--- src/rtl/rmcp_pkg.sv ---
`timescale 1ns / 1ps
// Types, codes and the fixed group map of the register map cache proxy.
// Used by register_map_cache_proxy; depends on nothing else.

package rmcp_pkg;

	localparam int GROUP_COUNT    = 13;
	localparam int MAX_READ_WORDS = 64;
	localparam int OP_W           = 3;
	localparam int S_DATA_W       = 128;
	localparam int M_DATA_W       = 56;

	localparam logic [15:0] NAN_WORD  = 16'hFFFF;
	localparam logic [7:0]  SOC_UNKNOWN = 8'd255;

	typedef enum logic [OP_W-1:0] {
		OP_INVAL = 3'd0,
		OP_POLL  = 3'd1,
		OP_DONE  = 3'd2,
		OP_WRITE = 3'd3,
		OP_READ  = 3'd4
	} op_t;

	typedef enum logic [2:0] {
		SYN_CACHED,
		SYN_GRID,
		SYN_SOC,
		SYN_CHARGE,
		SYN_DISCHARGE
	} synth_t;

	typedef enum logic [2:0] {
		ST_IDLE,
		ST_POLL,
		ST_LOOK,
		ST_FETCH,
		ST_FORM
	} state_t;

	typedef struct packed {
		logic [15:0] addr;
		logic [3:0]  len;
		logic [7:0]  unit;
		logic [5:0]  base;
		synth_t      synth;
	} grp_t;

	localparam grp_t GRP_TAB [GROUP_COUNT] = '{
		'{16'd30513, 4'd4,  8'd3, 6'd0,  SYN_CACHED},
		'{16'd30773, 4'd2,  8'd3, 6'd4,  SYN_CACHED},
		'{16'd30775, 4'd2,  8'd0, 6'd0,  SYN_GRID},
		'{16'd30845, 4'd2,  8'd0, 6'd0,  SYN_SOC},
		'{16'd30961, 4'd2,  8'd3, 6'd6,  SYN_CACHED},
		'{16'd30967, 4'd2,  8'd3, 6'd8,  SYN_CACHED},
		'{16'd31393, 4'd2,  8'd0, 6'd0,  SYN_CHARGE},
		'{16'd31395, 4'd2,  8'd0, 6'd0,  SYN_DISCHARGE},
		'{16'd31401, 4'd4,  8'd3, 6'd10, SYN_CACHED},
		'{16'd30581, 4'd4,  8'd2, 6'd14, SYN_CACHED},
		'{16'd30865, 4'd8,  8'd2, 6'd18, SYN_CACHED},
		'{16'd31259, 4'd10, 8'd2, 6'd26, SYN_CACHED},
		'{16'd31435, 4'd6,  8'd2, 6'd36, SYN_CACHED}
	};

	// input transfer payload, last field in the lowest bits
	typedef struct packed {
		logic [5:0]         pad;
		logic signed [31:0] battery_power;
		logic [7:0]         charge_percent;
		logic signed [31:0] grid_power;
		logic [6:0]         read_count;
		logic [15:0]        start_address;
		logic [15:0]        cache_data;
		logic [5:0]         write_slot;
		logic               success;
		logic [3:0]         group_index;
	} in_t;

	// result transfer payload without last_word, last field in the lowest bits
	typedef struct packed {
		logic [15:0] read_data;
		logic [5:0]  poll_cache_base;
		logic [3:0]  poll_length;
		logic [15:0] poll_address;
		logic [7:0]  poll_unit;
		logic [3:0]  poll_group;
		logic        poll_granted;
	} out_t;

	typedef struct packed {
		logic       hit;
		logic [3:0] grp;
		logic [3:0] off;
	} lk_t;

	// address decode against the group map; the first matching group wins
	function automatic lk_t lookup(input logic [15:0] a);
		lk_t         r;
		logic [15:0] d;
		r = '{hit: 1'b0, grp: 4'(GROUP_COUNT), off: 4'd0};
		for (int i = GROUP_COUNT - 1; i >= 0; i--) begin
			d = a - GRP_TAB[i].addr;
			if (d < {12'd0, GRP_TAB[i].len}) begin
				r.hit = 1'b1;
				r.grp = 4'(i);
				r.off = d[3:0];
			end
		end
		return r;
	endfunction

endpackage

--- src/rtl/register_map_cache_proxy.sv ---
`timescale 1ns / 1ps
// Register map cache proxy: 13-group register map served from a word cache.
// Depends on rmcp_pkg for the group map, codes and payload layouts.
//
// Usage: items enter on the s_ channel (s_tuser carries the operation code),
// results leave on the m_ channel (m_tlast marks the final word of a read).
// Invalidate, poll done and cache write finish in the transfer cycle and
// give no result. A poll request walks the round-robin pointer one group
// per cycle past synthesized groups and gives a single result. A read
// returns one word per address; each word passes through address decode,
// registered cache read and word assembly in turn. s_tready is high only
// while no item is in progress; the output register lets a new item in
// while the last result still waits. When the receiver stalls, the word in
// the output register holds and the sequencer waits before loading the next.
// Reset clears fresh bits, the pending flag, the pointer and the valid bit
// of every cache word, so unwritten words read as zero; no clearing pass.

module register_map_cache_proxy #(
	parameter int CACHE_DEPTH = 64
) (
	input  logic                           clk,
	input  logic                           arst_n,
	input  logic                           s_tvalid,
	output logic                           s_tready,
	// group_index, success, write_slot, cache_data, start_address,
	// read_count, grid_power, charge_percent, battery_power, zero fill
	input  logic [rmcp_pkg::S_DATA_W-1:0]  s_tdata,
	// operation
	input  logic [rmcp_pkg::OP_W-1:0]      s_tuser,
	output logic                           m_tvalid,
	input  logic                           m_tready,
	// poll_granted, poll_group, poll_unit, poll_address, poll_length,
	// poll_cache_base, read_data, zero fill
	output logic [rmcp_pkg::M_DATA_W-1:0]  m_tdata,
	// last_word
	output logic                           m_tlast
);
	import rmcp_pkg::*;

	localparam int CW = $clog2(CACHE_DEPTH);

	in_t    in_w;
	state_t state_q, state_d;

	logic [GROUP_COUNT-1:0] fresh_q;
	logic                   pending_q;
	logic [3:0]             rr_q;
	logic [15:0]            addr_q;
	logic [6:0]             remain_q;
	logic [31:0]            grid_q;
	logic [7:0]             soc_q;
	logic [31:0]            chg_q;
	logic [31:0]            dis_q;
	lk_t                    lk_q;

	logic [15:0]            mem [CACHE_DEPTH];
	logic [CACHE_DEPTH-1:0] valid_q;
	logic [15:0]            rdata_q;
	logic                   rvalid_q;
	logic [6:0]             rd_sum;
	logic [CW-1:0]          rd_idx;
	logic [CW-1:0]          wr_idx;
	logic                   wr_en;

	logic                   out_valid_q;
	out_t                   out_q;
	out_t                   out_d;
	logic                   out_last_q;

	logic                   acc;
	logic                   out_free;
	logic [3:0]             g_sel;
	logic [3:0]             g_next;
	logic                   poll_load;
	logic                   poll_grant;
	logic                   rr_adv;
	logic                   word_load;
	logic [15:0]            word;
	logic [6:0]             n_words;
	grp_t                   lk_grp;
	grp_t                   poll_grp;

	assign in_w     = in_t'(s_tdata);
	assign acc      = s_tvalid && s_tready;
	assign out_free = !out_valid_q || m_tready;
	assign n_words  = (in_w.read_count > 7'(MAX_READ_WORDS)) ?
		7'(MAX_READ_WORDS) : in_w.read_count;

	assign g_sel    = (rr_q < 4'(GROUP_COUNT)) ? rr_q : 4'd0;
	assign g_next   = (g_sel == 4'(GROUP_COUNT - 1)) ? 4'd0 : g_sel + 4'd1;
	assign poll_grp = GRP_TAB[g_sel];
	assign lk_grp   = lk_q.hit ? GRP_TAB[lk_q.grp] : GRP_TAB[0];

	assign wr_en  = acc && (s_tuser == OP_WRITE) && (int'(in_w.write_slot) < CACHE_DEPTH);
	assign wr_idx = CW'(in_w.write_slot);
	assign rd_sum = {1'b0, lk_grp.base} + {3'd0, lk_q.off};
	// wrap a group that runs past the end of a small cache back to the cache start
	assign rd_idx = (int'(rd_sum) >= CACHE_DEPTH) ? CW'(int'(rd_sum) - CACHE_DEPTH) :
		CW'(rd_sum);

	// word assembly for the decoded address
	always_comb begin
		word = NAN_WORD;
		if (lk_q.hit) begin
			case (lk_grp.synth)
				SYN_CACHED: begin
					if (fresh_q[lk_q.grp])
						word = rvalid_q ? rdata_q : 16'd0;
				end
				SYN_GRID: word = lk_q.off[0] ? grid_q[15:0] : grid_q[31:16];
				SYN_SOC: begin
					if (soc_q != SOC_UNKNOWN)
						word = lk_q.off[0] ? {8'd0, soc_q} : 16'd0;
				end
				SYN_CHARGE: word = lk_q.off[0] ? chg_q[15:0] : chg_q[31:16];
				SYN_DISCHARGE: word = lk_q.off[0] ? dis_q[15:0] : dis_q[31:16];
				default: word = NAN_WORD;
			endcase
		end
	end

	// sequencer outputs
	always_comb begin
		s_tready   = (state_q == ST_IDLE);
		poll_load  = 1'b0;
		poll_grant = 1'b0;
		rr_adv     = 1'b0;
		word_load  = 1'b0;
		case (state_q)
			ST_POLL: begin
				if (pending_q) begin
					poll_load = out_free;
				end else if (poll_grp.synth != SYN_CACHED) begin
					rr_adv = 1'b1;
				end else begin
					poll_load  = out_free;
					poll_grant = 1'b1;
					rr_adv     = out_free;
				end
			end
			ST_FORM: word_load = out_free;
			default: ;
		endcase
	end

	// next result payload for a poll or a read word
	always_comb begin
		out_d = '0;
		if (poll_grant) begin
			out_d.poll_granted    = 1'b1;
			out_d.poll_group      = g_sel;
			out_d.poll_unit       = poll_grp.unit;
			out_d.poll_address    = poll_grp.addr;
			out_d.poll_length     = poll_grp.len;
			out_d.poll_cache_base = poll_grp.base;
		end
		if (word_load)
			out_d.read_data = word;
	end

	// sequencer next state
	always_comb begin
		state_d = state_q;
		case (state_q)
			ST_IDLE: begin
				if (acc) begin
					if (s_tuser == OP_POLL)
						state_d = ST_POLL;
					else if (s_tuser == OP_READ && n_words != 7'd0)
						state_d = ST_LOOK;
				end
			end
			ST_POLL: begin
				if (poll_load)
					state_d = ST_IDLE;
			end
			ST_LOOK:  state_d = ST_FETCH;
			ST_FETCH: state_d = ST_FORM;
			ST_FORM: begin
				if (word_load)
					state_d = (remain_q == 7'd1) ? ST_IDLE : ST_LOOK;
			end
			default: state_d = ST_IDLE;
		endcase
	end

	always_ff @(posedge clk or negedge arst_n) begin
		if (!arst_n) begin
			state_q     <= ST_IDLE;
			fresh_q     <= '0;
			pending_q   <= 1'b0;
			rr_q        <= 4'd0;
			valid_q     <= '0;
			out_valid_q <= 1'b0;
		end else begin
			state_q <= state_d;
			if (wr_en)
				valid_q[wr_idx] <= 1'b1;
			if (acc) begin
				case (s_tuser)
					OP_INVAL: begin
						fresh_q   <= '0;
						pending_q <= 1'b0;
					end
					OP_DONE: begin
						pending_q <= 1'b0;
						if (in_w.success && in_w.group_index < 4'(GROUP_COUNT))
							fresh_q[in_w.group_index[3:0]] <= 1'b1;
					end
					default: ;
				endcase
			end
			if (rr_adv)
				rr_q <= g_next;
			if (poll_load && poll_grant)
				pending_q <= 1'b1;
			if (poll_load || word_load)
				out_valid_q <= 1'b1;
			else if (m_tready)
				out_valid_q <= 1'b0;
		end
	end

	// payload and read context
	always_ff @(posedge clk) begin
		if (acc && s_tuser == OP_READ) begin
			addr_q   <= in_w.start_address;
			remain_q <= n_words;
			grid_q   <= in_w.grid_power;
			soc_q    <= in_w.charge_percent;
			chg_q    <= in_w.battery_power[31] ? 32'd0 - in_w.battery_power : 32'd0;
			dis_q    <= in_w.battery_power[31] ? 32'd0 : in_w.battery_power;
		end
		if (state_q == ST_LOOK)
			lk_q <= lookup(addr_q);
		if (word_load) begin
			addr_q   <= addr_q + 16'd1;
			remain_q <= remain_q - 7'd1;
		end
		if (poll_load || word_load) begin
			out_q      <= out_d;
			out_last_q <= word_load && (remain_q == 7'd1);
		end
	end

	// cache memory with registered read
	always_ff @(posedge clk) begin
		if (wr_en)
			mem[wr_idx] <= in_w.cache_data;
		rdata_q  <= mem[rd_idx];
		rvalid_q <= valid_q[rd_idx];
	end

	assign m_tvalid = out_valid_q;
	assign m_tdata  = {1'b0, out_q};
	assign m_tlast  = out_last_q;

	a_pending_from_grant: assert property (@(posedge clk) disable iff (!arst_n)
		$rose(pending_q) |-> (m_tvalid && out_q.poll_granted))
		else $error("pending flag set without a granted poll result");

	a_poll_not_last: assert property (@(posedge clk) disable iff (!arst_n)
		(m_tvalid && out_q.poll_granted) |-> !m_tlast)
		else $error("granted poll result marked as last word");

	a_rr_range: assert property (@(posedge clk) disable iff (!arst_n)
		rr_q < 4'(GROUP_COUNT))
		else $error("round-robin pointer out of range");

	a_read_remain: assert property (@(posedge clk) disable iff (!arst_n)
		(state_q == ST_LOOK || state_q == ST_FETCH || state_q == ST_FORM) |->
		remain_q != 7'd0)
		else $error("read sequence running with no words left");

endmodule

--- config.mk ---
export PLATFORM = sky130hd
export DESIGN_NAME = register_map_cache_proxy
export DESIGN_NICKNAME = d
export VERILOG_FILES = /design/src/rtl/rmcp_pkg.sv /design/src/rtl/register_map_cache_proxy.sv
export SDC_FILE = /design/constraint.sdc
export NUM_CORES = 1
export LEC_CHECK = 0
export BUFFER_PORTS_ARGS = -buffer_cell sky130_fd_sc_hd__buf_2
export CAP_MARGIN = 20
export CORE_ASPECT_RATIO = 1.75
export CORE_UTILIZATION = 40
export CTS_BUF_LIST = sky130_fd_sc_hd__clkbuf_4
export DETAILED_ROUTE_END_ITERATION = 12
export HOLD_SLACK_MARGIN = 0.12
export SYNTH_ARGS = -nofsm -noshare
export SYNTH_HDL_FRONTEND = slang
export SYNTH_SLANG_ARGS = --single-unit
--- constraint.sdc ---
create_clock -name clk -period 12.7 [get_ports clk]
set_input_delay 1.27 -clock clk [delete_from_list [all_inputs] [get_ports clk]]
set_output_delay 1.27 -clock clk [all_outputs]
set_load 0.005 [all_outputs]
==> run metrics <==
Fin Setup TNS 0 ns; First DRT Iteration DRCs about 2500; max frequency between 0.15 and 0.2 GHz; RSZ-0062 raised after global routing false; Post-CTS Resized 0; Final period util 0.395; startpoint types register; maximum VDD drop roughly 0.00015 V; CTS Sinks between 1000 and 1500; Cell Area, Synth roughly 0.055 mm²; worst path arrival time approximately 6 ns; status completed; Post-synth ARST share 0.0660; first-pass GRT wire length approximately 220 mm; GPL Wtd Cong roughly 0.96; sequential area share after synthesis 0.700; Clock Pin Slew Worst Setup and Hold Paths roughly 0.080 ns; Die ar. ~0.14 mm²; max_cap viols 0; number of global-route vias before repair around 33000; DR DRC count 0; DP Wirelength between 90 and 100 mm; proportion of layout cells with a drive suffix above 1 0.354; Final Max Tran Viols 0; 1st-pass router iterations 9; final worst slack around 7.7 ns; setup bufs post-CTS 0; Synth Instances 3075; Setup Skew ~0.12 ns; antenna-violating nets left 0; WL/cell between 20 and 30 µm; CP endpoint kind register; Post-CTS Hold Buffers 4; top-count cell post-synth edfxtp_1; pin count of the biggest net entering global routing approximately 140; top cell type's share of synthesized area 0.655; clock buffer depth 4; core area between 0.1 and 0.15 mm²; final setup fails 0; CP max FO 58; CTS Buf Count about 300; initial antenna violation count 15; Slew @ Worst Pin ~1.2 ns; filler cell count around 12000; Tightest Hold Check Type in -> reg; P&R area growth vs syn 13.7%; vias about 31000; htree depth 5; final worst path period need approximately 5 ns; Final Hold Viols 0; io pins approximately 190; final WL ~150 mm; pre-CTS setup slack 7.63 ns; EDFF count, synth about 1200; Total GRT Usage 0.218; Synth area leaders edfxtp_1 (66%), mux4_2 (15%), dfrtp_1 (3.9%); Leak Pwr 21.0 nW; clk root buf clkbuf_4; GRT overflow 0; port bufs around 180; PwrDens 176 mW/mm²; sequential cell area approximately 0.039 mm²; Ys Warns 0; leading area contributor after synthesis edfxtp_1; commonest cells in the netlist edfxtp_1 (1201), mux4_2 (368), nor2_1 (206), clkbuf_1 (118), nand2_1 (109); ys flop type edfxtp_1; Slew headroom 0.199; nets 3652; post-DR vias/cell approximately 5.6; Yosys cell types between 90 and 100; Placement Rows ~180; multi-input gate area in the final layout between 0.015 and 0.02 mm²; required time of the critical path between 10 and 15 ns; critical path class reg -> reg; FF+latch count, synth approximately 1300; Synth Area per Inst ~18 µm²; Die X around 280 µm; CTS tree built; clk_lat worst skew ~1.2 ns; initial core utilization 0.404; die height 493 µm
per-layer routing:
layer / vias to the layer above / GRT usage / part of all wire
met3: 347 / 0.0456 / 0.056
met4: 14 / 0.107 / 0.046
met5: - / 0 / 0.00065
met1: 15984 / 0.235 / 0.35
met2: 1147 / 0.400 / 0.55
li1: 13440 / - / -
stage by stage:
step / total power [mW] / hold slack, ns / util / area, µm² / cells
global placement: 7.79 / 0.445 / 0.429 / 58400 / 4977
detailed placement: 7.82 / 0.449 / 0.429 / 58400 / 4980
floorplan: 6.75 / 0.434 / - / 55100 / 3084
CTS: 11.2 / 0.123 / 0.457 / 62300 / 5506
global route: 11.5 / 0.139 / 0.460 / 62600 / 5527
finish: 11.0 / 0.277 / 0.460 / 62600 / 5531
registers in the layout, summed over array words and instances, names as in the netlist, 9 cells and up:
signal and cells:
rdata_q 16, valid_q 64, addr_q 16, lk_q 9, fresh_q 13, grid_q 32, dis_q 31, chg_q 32
m_tdata 41, mem 1024
power by group:
part	switching [mW]	internal, mW	total [mW]	leakage (nW)
Clock	1.61	1.73	3.34	2.29
Combinational	1.56	1.17	2.74	6.53
Sequential	0.0941	4.84	4.94	12.1
Total	3.27	7.75	11.0	21.0
critical path, stage by stage (launching register included):
cell	delay, ns
edfxtp_1	0.32
buf_4	0.40
nor2b_1	0.15
o21a_1	0.24
ha_4	0.58
buf_4	0.73
buf_4	0.84
mux4_2	0.43
mux4_2	0.58
mux4_2	0.49
cells by family (layout without fill, tap and decap cells):
group | after synthesis | count (layout) | synth area share
adder cells (fa/ha/maj) | 18 | 18 | 0.00423
other | 1 | 21 | 0.0000681
flip-flops | 1304 | 1304 | 0.700
multiplexers | 405 | 405 | 0.158
AND/OR/NAND/NOR | 675 | 675 | 0.0645
AO/OA/AOI/OAI | 366 | 366 | 0.0438
XOR/XNOR | 62 | 62 | 0.00987
buffers and inverters | 244 | 870 | 0.0195
cell usage in the layout, fill, tap and decap left out, types with 15 or more instances in the layout:
cell / instances
edfxtp_1: 1201
clkbuf_4: 475
mux4_2: 368
buf_2: 176
nor2_1: 164
buf_4: 110
nand2_1: 109
a21oi_1: 88
o21ai_0: 88
dfrtp_1: 86
or2_2: 69
xnor2_1: 53
nor2b_1: 47
clkinv_1: 47
nor2_2: 42
nor3_1: 35
nand3_1: 35
inv_1: 30
and2_1: 26
a211oi_1: 24
mux2i_1: 24
and3_1: 23
nand3b_1: 19
nand4_1: 17
dfxtp_1: 17
ha_1: 16
nand2b_1: 15
final cells by class:
type / instances / share of cell area
diodes: 11 / 0.000440
repair buffers: 309 / 0.0343
clock buffers: 475 / 0.0570
inverters: 39 / 0.00234
flip-flops and latches: 1304 / 0.616
multi-input cells: 1536 / 0.250
clock inverters: 47 / 0.00376
well taps: 1810 / 0.0362
final timing paths:
kind                                        startpoint                       to  slack (ns)  cells after the start
worst min-delay path                       s_tdata[59]      grid_q[9]$_DFFE_PP_        0.28                      1
min in group asynchronous                       arst_n  valid_q[41]$_DFFE_PN0P_        0.68                      2
worst max-delay path             lk_q[6]$_SDFFCE_PP0P_       rdata_q[0]$_DFF_P_        7.69                      9
worst max register to register   lk_q[6]$_SDFFCE_PP0P_       rdata_q[0]$_DFF_P_        7.69                      9
worst min register to register  valid_q[7]$_DFFE_PN0P_   valid_q[7]$_DFFE_PN0P_        0.46                      1
max in group asynchronous                       arst_n  valid_q[61]$_DFFE_PN0P_       10.78                      3
(Power assumes the default switching activity.)
